==> src/sv/prts_pkg.sv <==
`default_nettype none
package prts_pkg;
	localparam int MAX_TASKS_D  = 8;
	localparam int NUM_LEVELS_D = 4;
	localparam int NUM_QUEUES_D = 8;
	localparam int TIME_BITS_D  = 32;

	typedef enum logic [2:0] {
		CMD_CREATE   = 3'd0,
		CMD_START    = 3'd1,
		CMD_TICK     = 3'd2,
		CMD_YIELD    = 3'd3,
		CMD_DELAY    = 3'd4,
		CMD_WAIT_NE  = 3'd5,
		CMD_WAIT_NF  = 3'd6,
		CMD_UNUSED   = 3'd7
	} cmd_t;

	typedef enum logic [1:0] {
		ST_READY   = 2'd0,
		ST_RUNNING = 2'd1,
		ST_BLOCKED = 2'd2
	} status_t;

	typedef enum logic [1:0] {
		WAIT_NONE     = 2'd0,
		WAIT_NONEMPTY = 2'd1,
		WAIT_NONFULL  = 2'd2
	} wait_t;

	typedef enum logic [2:0] {
		S_IDLE, S_WAKE, S_SCAN, S_AIM, S_PICK, S_DONE
	} state_t;

	typedef struct packed {
		logic [2:0]  cmd;
		logic [3:0]  priority_req;
		logic [31:0] ticks;
		logic [2:0]  queue_index;
		logic [7:0]  queue_nonempty_mask;
		logic [7:0]  queue_nonfull_mask;
	} in_item_t;

	typedef struct packed {
		logic        accepted;
		logic [3:0]  new_task_id;
		logic [3:0]  running_task;
		logic [3:0]  prior_task;
		logic        switched;
		logic        user_task_running;
		logic [31:0] now_ticks;
	} out_item_t;

	// Control handed from the sequencer into the row of task cells.
	typedef struct packed {
		logic create;
		logic block_delay;
		logic block_ne;
		logic block_nf;
		logic wake;
		logic release_run;
		logic set_run;
	} cell_ctl_t;
endpackage
`default_nettype wire

==> src/sv/priority_round_robin_task_scheduler_top.sv <==
`default_nettype none
// Hardware task scheduler. A command beat is taken at a rising edge where start is high
// and busy is low; busy then stays high until the single result beat has been shown on
// done for one cycle. The receiver cannot stall, so out_item must be sampled whenever
// done is high. Create, start and refused commands go from S_WAKE straight to S_DONE.
// Tick, yield, delay and wait block the caller in S_WAKE, wake tasks in S_SCAN, pick
// the target level in S_AIM, then in S_PICK step the round-robin pointer over entries
// (up to that level's member count, at most MAX_TASKS) and commit the choice before
// showing their result in S_DONE. busy falls in the cycle after done, when the next
// command can be taken.
module priority_round_robin_task_scheduler_top #(
	parameter int MAX_TASKS  = prts_pkg::MAX_TASKS_D,
	parameter int NUM_LEVELS = prts_pkg::NUM_LEVELS_D,
	parameter int NUM_QUEUES = prts_pkg::NUM_QUEUES_D,
	parameter int TIME_BITS  = prts_pkg::TIME_BITS_D
) (
	input  wire                       clk,
	input  wire                       arst_n,
	input  wire                       start,
	output logic                      busy,
	input  wire prts_pkg::in_item_t   in_item,
	output logic                      done,
	output prts_pkg::out_item_t       out_item
);
	import prts_pkg::*;

	localparam int SLOT_W = $clog2(MAX_TASKS + 1);
	localparam int LVL_W  = $clog2(NUM_LEVELS + 1);
	localparam int LIX_W  = (NUM_LEVELS > 1) ? $clog2(NUM_LEVELS) : 1;
	localparam int CNT_W  = $clog2(MAX_TASKS + 1);
	localparam int PTR_W  = (MAX_TASKS > 1) ? $clog2(MAX_TASKS) : 1;
	localparam int QW     = 3;

	state_t st_q, st_d;
	in_item_t it_q;
	cell_ctl_t ctl;

	logic [TIME_BITS-1:0] now_q;
	logic                 started_q;
	logic [CNT_W-1:0]     made_q;
	logic [SLOT_W-1:0]    cur_q, last_q;
	logic [CNT_W-1:0]     cnt_q [NUM_LEVELS];
	logic [PTR_W-1:0]     ptr_q [NUM_LEVELS];
	logic                 ptr_b4_q [NUM_LEVELS];
	logic [SLOT_W-1:0]    mem_q [NUM_LEVELS][MAX_TASKS];
	logic [LVL_W-1:0]     tgt_q;
	logic [PTR_W-1:0]     p_q;
	logic [CNT_W-1:0]     j_q;
	logic [SLOT_W-1:0]    chosen_q;
	logic                 found_q;
	logic                 acc_q, sw_q;
	logic [SLOT_W-1:0]    newid_q;

	logic [MAX_TASKS-1:0] rdy;
	logic [LVL_W-1:0]     lvl [MAX_TASKS];
	logic [MAX_TASKS-1:0] sel, run_sel;
	logic [LVL_W-1:0]     lvl_clamp;
	logic [LIX_W-1:0]     lvl_ix, tgt_ix;
	logic [TIME_BITS-1:0] len, wake_t;
	logic                 user_cur, ok;
	cmd_t                 cmd;

	assign cmd = cmd_t'(it_q.cmd);
	assign len = TIME_BITS'(it_q.ticks);
	assign wake_t = now_q + len;
	assign user_cur = (cur_q != SLOT_W'(MAX_TASKS));
	assign lvl_clamp = (32'(it_q.priority_req) > NUM_LEVELS - 1) ?
		LVL_W'(NUM_LEVELS - 1) : LVL_W'(it_q.priority_req);
	assign lvl_ix = lvl_clamp[LIX_W-1:0];
	assign tgt_ix = tgt_q[LIX_W-1:0];

	// Command acceptance rules.
	always_comb begin
		case (cmd)
			CMD_CREATE: ok = (32'(made_q) < MAX_TASKS);
			CMD_START:  ok = !started_q;
			CMD_TICK, CMD_YIELD: ok = started_q;
			CMD_DELAY:  ok = started_q && user_cur && (len != '0);
			CMD_WAIT_NE, CMD_WAIT_NF:
				ok = started_q && user_cur && (32'(it_q.queue_index) < NUM_QUEUES);
			default:    ok = 1'b0;
		endcase
	end

	// The row of task cells.
	for (genvar i = 0; i < MAX_TASKS; i++) begin : g_cell
		assign sel[i] = (cmd == CMD_CREATE) ? (32'(made_q) == i) : (32'(cur_q) == i);
		assign run_sel[i] = found_q && (32'(chosen_q) == i);
		prts_cell #(.TIME_BITS(TIME_BITS), .LVL_W(LVL_W), .QW(QW)) u_cell (
			.clk(clk), .arst_n(arst_n), .ctl(ctl), .sel(sel[i]), .run_sel(run_sel[i]),
			.lvl_in(lvl_clamp), .wake_in(wake_t), .q_in(it_q.queue_index), .now(now_q),
			.ne_mask(it_q.queue_nonempty_mask),
			.nf_mask(it_q.queue_nonfull_mask), .ready(rdy[i]), .level(lvl[i])
		);
	end

	// Highest ready level after wake.
	logic [LVL_W-1:0] best;
	logic [LIX_W-1:0] best_ix;
	always_comb begin
		best = LVL_W'(NUM_LEVELS);
		for (int i = MAX_TASKS - 1; i >= 0; i--) begin
			if (32'(made_q) > i && rdy[i] && lvl[i] < best) best = lvl[i];
		end
	end
	assign best_ix = best[LIX_W-1:0];

	// Pointer start for the chosen level; before the first entry it sits on the last one.
	logic [PTR_W-1:0] p_start;
	always_comb begin
		p_start = '0;
		if (32'(best) < NUM_LEVELS) begin
			if (ptr_b4_q[best_ix]) p_start = PTR_W'(cnt_q[best_ix] - 1'b1);
			else p_start = ptr_q[best_ix];
		end
	end

	// Candidate at the stepping pointer.
	logic [PTR_W-1:0] p_nx;
	logic [SLOT_W-1:0] cand;
	logic [CNT_W-1:0] tcnt;
	assign tcnt = (32'(tgt_q) < NUM_LEVELS) ? cnt_q[tgt_ix] : '0;
	assign p_nx = (32'(p_q) + 1 >= 32'(tcnt)) ? '0 : p_q + 1'b1;
	assign cand = mem_q[tgt_ix][p_nx];

	// Sequencer.
	always_comb begin
		st_d = st_q;
		ctl = '0;
		busy = (st_q != S_IDLE);
		unique case (st_q)
			S_IDLE: if (start) st_d = S_WAKE;
			S_WAKE: begin
				if (ok && (cmd == CMD_CREATE)) begin
					ctl.create = 1'b1; st_d = S_DONE;
				end else if (ok && cmd != CMD_START) begin
					ctl.block_delay = (cmd == CMD_DELAY);
					ctl.block_ne = (cmd == CMD_WAIT_NE);
					ctl.block_nf = (cmd == CMD_WAIT_NF);
					ctl.release_run = 1'b1;
					st_d = S_SCAN;
				end else st_d = S_DONE;
			end
			S_SCAN: begin
				ctl.wake = 1'b1; st_d = S_AIM;
			end
			S_AIM: st_d = S_PICK;
			S_PICK: begin
				if (found_q || j_q >= tcnt) begin
					ctl.set_run = 1'b1; st_d = S_DONE;
				end
			end
			S_DONE: st_d = S_IDLE;
			default: st_d = S_IDLE;
		endcase
	end

	always_ff @(posedge clk or negedge arst_n) begin
		if (!arst_n) st_q <= S_IDLE;
		else st_q <= st_d;
	end

	// Level member table, appended on create.
	always_ff @(posedge clk) begin
		if (st_q == S_WAKE && ok && cmd == CMD_CREATE)
			mem_q[lvl_ix][cnt_q[lvl_ix][PTR_W-1:0]] <= SLOT_W'(made_q);
	end

	// Datapath registers.
	always_ff @(posedge clk or negedge arst_n) begin
		if (!arst_n) begin
			it_q <= '0;
			now_q <= '0; started_q <= 1'b0; made_q <= '0;
			cur_q <= SLOT_W'(MAX_TASKS); last_q <= SLOT_W'(MAX_TASKS);
			acc_q <= 1'b0; sw_q <= 1'b0; newid_q <= '0; found_q <= 1'b0;
			tgt_q <= '0; p_q <= '0; j_q <= '0; chosen_q <= '0;
			for (int l = 0; l < NUM_LEVELS; l++) begin
				cnt_q[l] <= '0; ptr_q[l] <= '0; ptr_b4_q[l] <= 1'b1;
			end
		end else begin
			unique case (st_q)
				S_IDLE: if (start) it_q <= in_item;
				S_WAKE: begin
					acc_q <= ok; newid_q <= '0;
					sw_q <= ok && cmd != CMD_CREATE && cmd != CMD_START;
					if (ok && cmd == CMD_CREATE) begin
						newid_q <= SLOT_W'(made_q);
						made_q <= made_q + 1'b1;
						cnt_q[lvl_ix] <= cnt_q[lvl_ix] + 1'b1;
					end
					if (ok && cmd == CMD_START) started_q <= 1'b1;
					if (ok && cmd == CMD_TICK) now_q <= now_q + 1'b1;
				end
				S_SCAN: ;
				// Target level and pointer start are taken once the wake has settled.
				S_AIM: begin
					tgt_q <= best; p_q <= p_start;
					found_q <= 1'b0; j_q <= '0;
				end
				S_PICK: begin
					if (!found_q && j_q < tcnt) begin
						p_q <= p_nx; j_q <= j_q + 1'b1;
						if (rdy[cand[PTR_W-1:0]]) begin
							found_q <= 1'b1; chosen_q <= cand;
						end
					end else begin
						if (32'(tgt_q) < NUM_LEVELS) begin
							ptr_q[tgt_ix] <= p_q;
							if (tcnt != '0) ptr_b4_q[tgt_ix] <= 1'b0;
						end
						last_q <= cur_q;
						cur_q <= found_q ? chosen_q : SLOT_W'(MAX_TASKS);
					end
				end
				S_DONE: found_q <= 1'b0;
				default: ;
			endcase
		end
	end

	// Result beat.
	assign done = (st_q == S_DONE);
	always_comb begin
		out_item = '0;
		out_item.accepted = acc_q;
		out_item.new_task_id = 4'(newid_q);
		out_item.running_task = 4'(cur_q);
		out_item.prior_task = 4'(last_q);
		out_item.switched = sw_q;
		out_item.user_task_running = started_q && user_cur;
		out_item.now_ticks = 32'(now_q);
	end
endmodule
`default_nettype wire

==> src/sv/prts_cell.sv <==
`default_nettype none
// One task slot. Holds its status, level, wake time and wait condition.
module prts_cell #(
	parameter int TIME_BITS = 32,
	parameter int LVL_W = 2,
	parameter int QW = 3
) (
	input  wire                         clk,
	input  wire                         arst_n,
	input  wire prts_pkg::cell_ctl_t    ctl,
	input  wire                         sel,       // this slot is addressed
	input  wire                         run_sel,   // this slot is chosen
	input  wire  [LVL_W-1:0]            lvl_in,
	input  wire  [TIME_BITS-1:0]        wake_in,
	input  wire  [QW-1:0]               q_in,
	input  wire  [TIME_BITS-1:0]        now,
	input  wire  [(1<<QW)-1:0]          ne_mask,
	input  wire  [(1<<QW)-1:0]          nf_mask,
	output logic                        ready,
	output logic [LVL_W-1:0]            level
);
	import prts_pkg::*;

	status_t              st_q;
	wait_t                wk_q;
	logic                 arm_q;
	logic [TIME_BITS-1:0] wt_q;
	logic [QW-1:0]        wq_q;
	logic [LVL_W-1:0]     lvl_q;
	logic                 hit_ne, hit_nf, hit_t;

	assign hit_ne = ne_mask[wq_q];
	assign hit_nf = nf_mask[wq_q];
	assign hit_t  = arm_q && (wt_q == now);
	assign ready  = (st_q == ST_READY);
	assign level  = lvl_q;

	// Per-slot status update. The sequencer issues at most one of these per cycle,
	// except that blocking the addressed slot and releasing the running one coincide.
	always_ff @(posedge clk or negedge arst_n) begin
		if (!arst_n) begin
			st_q  <= ST_READY;
			wk_q  <= WAIT_NONE;
			arm_q <= 1'b0;
			wt_q  <= '0;
			wq_q  <= '0;
			lvl_q <= '0;
		end else begin
			if (ctl.create && sel) begin
				st_q <= ST_READY; wk_q <= WAIT_NONE; arm_q <= 1'b0;
				wt_q <= '0; wq_q <= '0; lvl_q <= lvl_in;
			end else if (ctl.block_delay && sel) begin
				st_q <= ST_BLOCKED; arm_q <= 1'b1; wt_q <= wake_in;
			end else if ((ctl.block_ne || ctl.block_nf) && sel) begin
				st_q <= ST_BLOCKED; wq_q <= q_in;
				wk_q <= ctl.block_ne ? WAIT_NONEMPTY : WAIT_NONFULL;
			end else if (ctl.release_run && st_q == ST_RUNNING) begin
				st_q <= ST_READY;
			end else if (ctl.wake && st_q == ST_BLOCKED) begin
				if (hit_t) begin
					arm_q <= 1'b0; st_q <= ST_READY;
				end else if (wk_q == WAIT_NONEMPTY && hit_ne) begin
					wk_q <= WAIT_NONE; st_q <= ST_READY;
				end else if (wk_q == WAIT_NONFULL && hit_nf) begin
					wk_q <= WAIT_NONE; st_q <= ST_READY;
				end
			end else if (ctl.set_run && run_sel) begin
				st_q <= ST_RUNNING;
			end
		end
	end
endmodule
`default_nettype wire

==> config.mk <==
export PLATFORM = sky130hd
export DESIGN_NAME = priority_round_robin_task_scheduler_top
export DESIGN_NICKNAME = d
export VERILOG_FILES = /design/src/sv/prts_pkg.sv /design/src/sv/priority_round_robin_task_scheduler_top.sv /design/src/sv/prts_cell.sv
export SDC_FILE = /design/constraint.sdc
export NUM_CORES = 1
export LEC_CHECK = 0
export BUFFER_PORTS_ARGS = -buffer_cell sky130_fd_sc_hd__buf_4
export CAP_MARGIN = 15
export CORE_UTILIZATION = 45
export CTS_BUF_LIST = sky130_fd_sc_hd__clkbuf_4 sky130_fd_sc_hd__clkbuf_8
export DETAILED_ROUTE_END_ITERATION = 6
export GPL_ROUTABILITY_DRIVEN = 0
export PLACE_DENSITY_LB_ADDON = 0.3
export SYNTH_ARGS = -nofsm -noshare
export SYNTH_HDL_FRONTEND = slang
export SYNTH_HIERARCHICAL = 1
export SYNTH_SLANG_ARGS = --single-unit
==> constraint.sdc <==
create_clock -name clk -period 17.3 [get_ports clk]
set_input_delay 3.46 -clock clk [delete_from_list [all_inputs] [get_ports clk]]
set_output_delay 3.46 -clock clk [all_outputs]
set_load 0.1 [all_outputs]
Yosys cells after proc, flatten, opt, wreduce, memory -nomap -nowiden
Memories as Yosys holds them, arrays and structs flattened.
Cells that the tools add are included.
{ "classes": {"add_sub_neg": 8, "muxes": 319, "eq_ne": 126, "order_cmp": 40, "reduce_logical": 235, "bitwise_logic": 8} }
{ "ops": {"columns": ["cell", "count"], "rows": [
  ["32-bit 2-to-1 mux", 17],
  ["32-bit == test", 8],
  ["2-bit 2-to-1 mux", 121],
  ["3-bit 2-to-1 mux", 48],
  ["1-bit logical AND", 110],
  ["1-bit 2-to-1 mux", 86],
  ["3-bit nonzero test", 26],
  ["3-bit by 1-bit != test with 1-bit output, second input constant", 25],
  ["8-bit by 3-bit != test with 1-bit output, second input constant", 8],
  ["4-bit 2-to-1 mux", 13],
  ["1-bit binary-select mux with 3-bit select", 17],
  ["4-bit by 3-bit == test with 1-bit output, second input constant", 12],
  ["6-bit nonzero test", 8],
  ["2-bit AND reduction", 23],
  ["5-bit AND reduction", 8],
  ["3-bit by 4-bit less-than comparator with 1-bit output, second input constant", 9],
  ["4-bit AND reduction", 9],
  ["2-bit nonzero test", 18],
  ["4-bit nonzero test", 9],
  ["32-bit by 1-bit adder with 32-bit output, second input constant", 1],
  ["32-bit adder", 1],
  ["2-bit by 1-bit == test with 1-bit output, second input constant", 16],
  ["2-bit == test, second input constant", 16],
  ["32-bit nonzero test", 1],
  ["52 further kinds", 126]
]} }
{ "totals": {"output_inout_bits": 49, "register_bits": 503, "ram_bits": 128, "memories": 1} }
{ "mem_list": {"columns": ["name", "depth", "width", "read_ports", "rd_clocked_by_memory_dff", "wr", "line_no", "rtl"], "rows": [
  ["mem_q", 4, 32, 1, 0, 1, "priority_round_robin_task_scheduler_top.sv:45", "logic [SLOT_W-1:0] mem_q [NUM_LEVELS][MAX_TASKS];"]
]} }

Longest topological paths before layout
{ "depth": {"word_depth": 33, "mapped_depth": 27, "ltp_nobuf": 25} }

Modules after synthesis
Netlist, hierarchy kept.
{ "by_module_without_submodules": {"columns": ["mod", "area_each_um2", "instances", "cells_per_inst"], "rows": [
  ["prts_cell", 2182.1, 8, 181],
  ["priority_round_robin_task_scheduler_top", 14956.8, 1, 1251]
]} }

Worst setup path before layout
OpenSTA, ideal clock, no wires.
{ "synth_path": {"kind": "flip-flop to output port", "start": "reg cur_q[0]", "end": "out out_item[32] in the netlist's numbering", "arrival_time_ps": 2105, "setup_slack_ps": 11735, "path_stages_with_launch": 3, "n_path_buf": 1, "required_ps": 13840, "path_cell_list": "dfrtp_1 -> clkbuf_1 -> o41a_1"} }
{ "synth_lines": {"columns": ["item", "line_no", "rtl"], "rows": [
  ["start: declaration", "priority_round_robin_task_scheduler_top.sv:41", "logic [SLOT_W-1:0] cur_q, last_q;"],
  ["start signal: assignment", "priority_round_robin_task_scheduler_top.sv:174", "cur_q <= SLOT_W'(MAX_TASKS); last_q <= SLOT_W'(MAX_TASKS);"],
  ["start signal: assignment", "priority_round_robin_task_scheduler_top.sv:212", "cur_q <= found_q ? chosen_q : SLOT_W'(MAX_TASKS);"],
  ["end: declaration", "priority_round_robin_task_scheduler_top.sv:23", "output prts_pkg::out_item_t out_item"]
]} }

Worst setup path in the final report
{ "layout_path": {"start": "reg g_cell[7].u_cell.st_q[0]", "end": "reg p_q[1]"} }
{ "layout_via": {"elab_chain_len": 33} }
{ "layout_rtl": {"columns": ["item", "line_no", "rtl"], "rows": [
  ["start: declaration", "prts_cell.sv:24", "status_t st_q;"],
  ["start signal: assignment", "prts_cell.sv:42", "st_q <= ST_READY;"],
  ["start signal: assignment", "prts_cell.sv:50", "st_q <= ST_READY; wk_q <= WAIT_NONE; arm_q <= 1'b0;"],
  ["start signal: assignment", "prts_cell.sv:53", "st_q <= ST_BLOCKED; arm_q <= 1'b1; wt_q <= wake_in;"],
  ["2-bit logical NOT (*)", "prts_cell.sv:35", "assign ready = (st_q == ST_READY);"],
  ["via rdy[7]", "priority_round_robin_task_scheduler_top.sv:54", "logic [MAX_TASKS-1:0] rdy;"],
  ["1-bit logical AND (*) (2 in a row)", "priority_round_robin_task_scheduler_top.sv:103", "if (32'(made_q) > i && rdy[i] && lvl[i] < best) best = lvl[i];"],
  ["3-bit 2-to-1 mux (*)", "priority_round_robin_task_scheduler_top.sv:103", null],
  ["3-bit less-than comparator", "priority_round_robin_task_scheduler_top.sv:103", null],
  ["1-bit logical AND", "priority_round_robin_task_scheduler_top.sv:103", null],
  ["3-bit 2-to-1 mux (*)", "priority_round_robin_task_scheduler_top.sv:103", null],
  ["3-bit less-than comparator", "priority_round_robin_task_scheduler_top.sv:103", null],
  ["[16 not listed]", null, null],
  ["3-bit 2-to-1 mux (*)", "priority_round_robin_task_scheduler_top.sv:103", null],
  ["2-bit inverter with 3-bit output (not written as such)", "priority_round_robin_task_scheduler_top.sv:113, priority_round_robin_task_scheduler_top.sv:114", null],
  ["4-bit binary-select mux with 2-bit select", "priority_round_robin_task_scheduler_top.sv:113", "if (ptr_b4_q[best_ix]) p_start = PTR_W'(cnt_q[best_ix] - 1'b1);"],
  ["3-bit 2-to-1 mux (not written as such) (2 in a row)", "priority_round_robin_task_scheduler_top.sv:113", null],
  ["3-bit by 1-bit subtractor with 3-bit output", "priority_round_robin_task_scheduler_top.sv:113", null],
  ["3-bit 2-to-1 mux", "priority_round_robin_task_scheduler_top.sv:113", null],
  ["3-bit 2-to-1 mux (*)", "priority_round_robin_task_scheduler_top.sv:112", "if (32'(best) < NUM_LEVELS) begin"],
  ["3-bit case mux with 2 select lines (*)", "priority_round_robin_task_scheduler_top.sv:181", "unique case (st_q)"],
  ["end signal: assignment", "priority_round_robin_task_scheduler_top.sv:197", "tgt_q <= best; p_q <= p_start;"],
  ["end signal: assignment", "priority_round_robin_task_scheduler_top.sv:202", "p_q <= p_nx; j_q <= j_q + 1'b1;"],
  ["end: declaration", "priority_round_robin_task_scheduler_top.sv:47", "logic [PTR_W-1:0] p_q;"]
]} }
The timed path passes the listed nets; every way through them passes the cells marked *. The select of a mux whose other input is x is not followed.
A chain may end at the register's enable or synchronous reset.

==> results.sh <==
export IMPL_synth_most_common_cell="dfrtp_1"
export IMPL_rows=98
export IMPL_cts_resized=0
export IMPL_grt_use_total_pct=26.2
export IMPL_grt_pass1_wl_mm=148
export IMPL_top_level_ports=110
export IMPL_fin_setup_tns_ps=0
export IMPL_initial_utilization_pct=45.4
export IMPL_required_ps=17960
export IMPL_grt_pass1_vias=23918
export IMPL_synth_area_top_cells="dfrtp_1 (38%), edfxtp_1 (12%), xor2_1 (7.2%), a22o_1 (7.0%), mux4_2 (4.7%)"
export IMPL_cp_start_kind="register"
export IMPL_skew_ps=59.0
export IMPL_hold_ws_ps=455
export IMPL_ys_seq_area_share_pct=50.7
export IMPL_portBuffers=109
export IMPL_dp_hpwl_mm=65.4
export IMPL_die_y_um=270
export IMPL_vias=24041
export IMPL_reg2reg_slack_ps=11070
export IMPL_core_sq_um=71400
export IMPL_nets=2961
export IMPL_status="completed"
export IMPL_grt_setup_unrepaired="no"
export IMPL_use_met3_pct=4.69
export IMPL_met1_usage_pct=36.0
export IMPL_htree_num_levels=3
export IMPL_p_leak_nw=17.3
export IMPL_vdd_ir_drop_worst_mv=0.171
export IMPL_netlist_area_sq_um=32400
export IMPL_synth_edf_count=128
export IMPL_power_density_nw_per_um2=141
export IMPL_max_cap_violations=0
export IMPL_post_drt_wl_per_cell_um=24.8
export IMPL_clk_pin_slew_worst_paths_ps=60
export IMPL_dieArea_sq_um=73100
export IMPL_worstSetupEndpointType="register"
export IMPL_use_met2_pct=41.2
export IMPL_critPathArrivalTime_ps=6890
export IMPL_clock_path_buffers=3
export IMPL_insertion_delay_ps=770
export IMPL_postRouteAntennaNets=0
export IMPL_setup_viol=0
export IMPL_final_layout_size_suffix_gt1_share_pct=20.5
export IMPL_area_growth_pct=13.4
export IMPL_worst_path_max_fanout=12
export IMPL_yosysTopAreaCellShare_pct=38.4
export IMPL_gr_total_overflow=0
export IMPL_viasPerCell=6.20
export IMPL_ys_warn_count=6
export IMPL_synthArstFlopShare_pct=79.7
export IMPL_wl_mm=96.2
export IMPL_finalNonFillerCells=3879
export IMPL_placed_cells=3688
export IMPL_synth_top_cells_by_count="dfrtp_1 (497), xor2_1 (268), a22o_1 (258)"
export IMPL_die_x_um=270
export IMPL_ys_types=90
export IMPL_cts_tree="yes"
export IMPL_fmax_mhz=160
export IMPL_grt_max_degree=175
export IMPL_min_period_ps=6230
export IMPL_total_power_mw=5.17
export IMPL_slew_violations=0
export IMPL_clock_sinks=631
export IMPL_first_pass_iters=6
export IMPL_fillCellCount=6167
export IMPL_finalHoldViolations=0
export IMPL_tightestPinTransition_ps=1320
export IMPL_hold_class="register to register"
export IMPL_post_cts_buffers=0
export IMPL_drc_errors=0
export IMPL_cts_hold_buf=0
export IMPL_drt_iter0_markers=2306
export IMPL_syn_inst=2699
export IMPL_root_buffer="clkbuf_8"
export IMPL_syn_avg_cell_area_sq_um=12.0
export IMPL_post_route_period_util_pct=36.0
export IMPL_post_place_ws_ps=10920
export IMPL_path_class="register to register"
export IMPL_grt_busiest_layer="met2"
export IMPL_slew_limit_headroom_pct=11.7
export IMPL_yosys_area_top_type="dfrtp_1"
export IMPL_synth_ff_type="dfrtp_1"
export IMPL_ys_seq_elements=631
export IMPL_cts_buffers=105
export IMPL_setup_slack_ps=11070
export IMPL_antenna_found_initial=2
[layer usage]
| metal | share of wire (%) | up-vias |
|---|---|---|
| met1 | 42 | 12320 |
| met4 | 3.3 | 0 |
| met5 | 0 | - |
| li1 | - | 10513 |
| met3 | 7.5 | 181 |
| met2 | 47 | 1027 |
[final cells by class]
class	count	area [sq um]	area share [%]
diodes	2	5.00	0.0136
inverters	39	148	0.402
multi-input cells	1923	15500	42.1
clock buffers	147	1900	5.17
flip-flops and latches	631	16400	44.7
clock inverters	39	402	1.09
repair buffers	148	1200	3.26
well taps	950	1190	3.23
[cells by family after synthesis]
group | Yosys count | synth area share [%]
simple gates | 654 | 10.5
buf+inv | 152 | 2.27
xor+xnor | 320 | 8.65
fa+ha+maj | 52 | 2.03
other cells | 1 | 0.0116
mux | 226 | 9.97
compound gates | 663 | 15.9
flops | 631 | 50.7
[worst paths after layout]
kind                                                 startpoint                               endpoint  cells past startpoint
max in group asynchronous                                arst_n  g_cell[7].u_cell/level[2]$_DFFE_PN0P_                      3
setup / recovery           g_cell[7].u_cell/st_q[0]$_DFFE_PN0P_                     p_q[1]$_DFFE_PN0P_                     21
hold / removal                          ptr_b4_q[0]$_DFFE_PN1P_                ptr_b4_q[0]$_DFFE_PN1P_                      2
setup reg to reg           g_cell[7].u_cell/st_q[0]$_DFFE_PN0P_                     p_q[1]$_DFFE_PN0P_                     21
min in group asynchronous                                arst_n   g_cell[1].u_cell/wq_q[2]$_DFFE_PN0P_                      1
hold reg to reg                         ptr_b4_q[0]$_DFFE_PN1P_                ptr_b4_q[0]$_DFFE_PN1P_                      2
[flip-flops by register name (all words and copies together), names as in the netlist, 3 cells and up]
name                 flops
g_cell.u_cell/level     24
cur_q                    4
mem_q                  128
tgt_q                    3
ptr_b4_q                 4
len                     32
chosen_q                 4
p_q                      3
cmd                      3
now_q                   32
made_q                   4
j_q                      4
ptr_q                   12
g_cell.u_cell/arm_q      8
last_q                   4
g_cell.u_cell/st_q      16
st_q                     3
it_q                    23
newid_q                  4
g_cell.u_cell/wt_q     256
g_cell.u_cell/wk_q      16
g_cell.u_cell/wq_q      24
cnt_q                   16
[placed cells by master, fill, tap and decap left out, types with 28 or more instances in the layout]
master,synthesis,routed
ha_1,51,51
a31oi_1,28,28
nor4_1,73,72
clkbuf_8,0,127
xor2_1,268,268
inv_1,38,37
nor2_1,139,130
edfxtp_1,128,128
xnor2_1,52,52
mux2_2,102,102
dfrtp_1,497,496
nor3_1,40,39
a21oi_1,73,73
nand2_1,150,150
nor2b_1,34,34
nand3_1,54,54
buf_4,3,137
o21ai_0,95,95
mux2i_1,56,56
mux4_2,67,67
nor3b_1,32,29
a22o_1,258,258
[metrics by stage]
| stage | util (%) | area (sq um) |
|---|---|---|
| 6_report | 51.5 | 36700 |
| 5_1_grt | 51.5 | 36700 |
| 4_1_cts | 51.4 | 36700 |
| 3_5_place_dp | 48.1 | 34400 |
| 3_3_place_gp | 48.1 | 34300 |
| 2_1_floorplan | - | 32400 |
[critical path, stage by stage, from the launching register on]
cell and delay (ps):
dfrtp_1 400, nor2_1 220, and3b_1 400, nand2_1 170
ha_1 300, nand2_1 110, o211ai_1 440, o21ai_2 160
a311oi_2 430, a21boi_4 110, o21ai_4 230, nand2_2 110
a221o_1 370, a22oi_1 210, ha_1 320, a21oi_1 260
o31a_1 690, mux2_2 410, o21ai_0 180, ha_1 270
mux2_4 270, o32ai_1 110
[report_power, final]
group	leakage, nW	internal [mW]	switching [mW]	total [mW]
Clock	1.22	0.783	0.657	1.44
Combinational	7.94	0.647	1.06	1.71
Sequential	8.12	1.73	0.285	2.02
(Power assumes the default switching activity.)
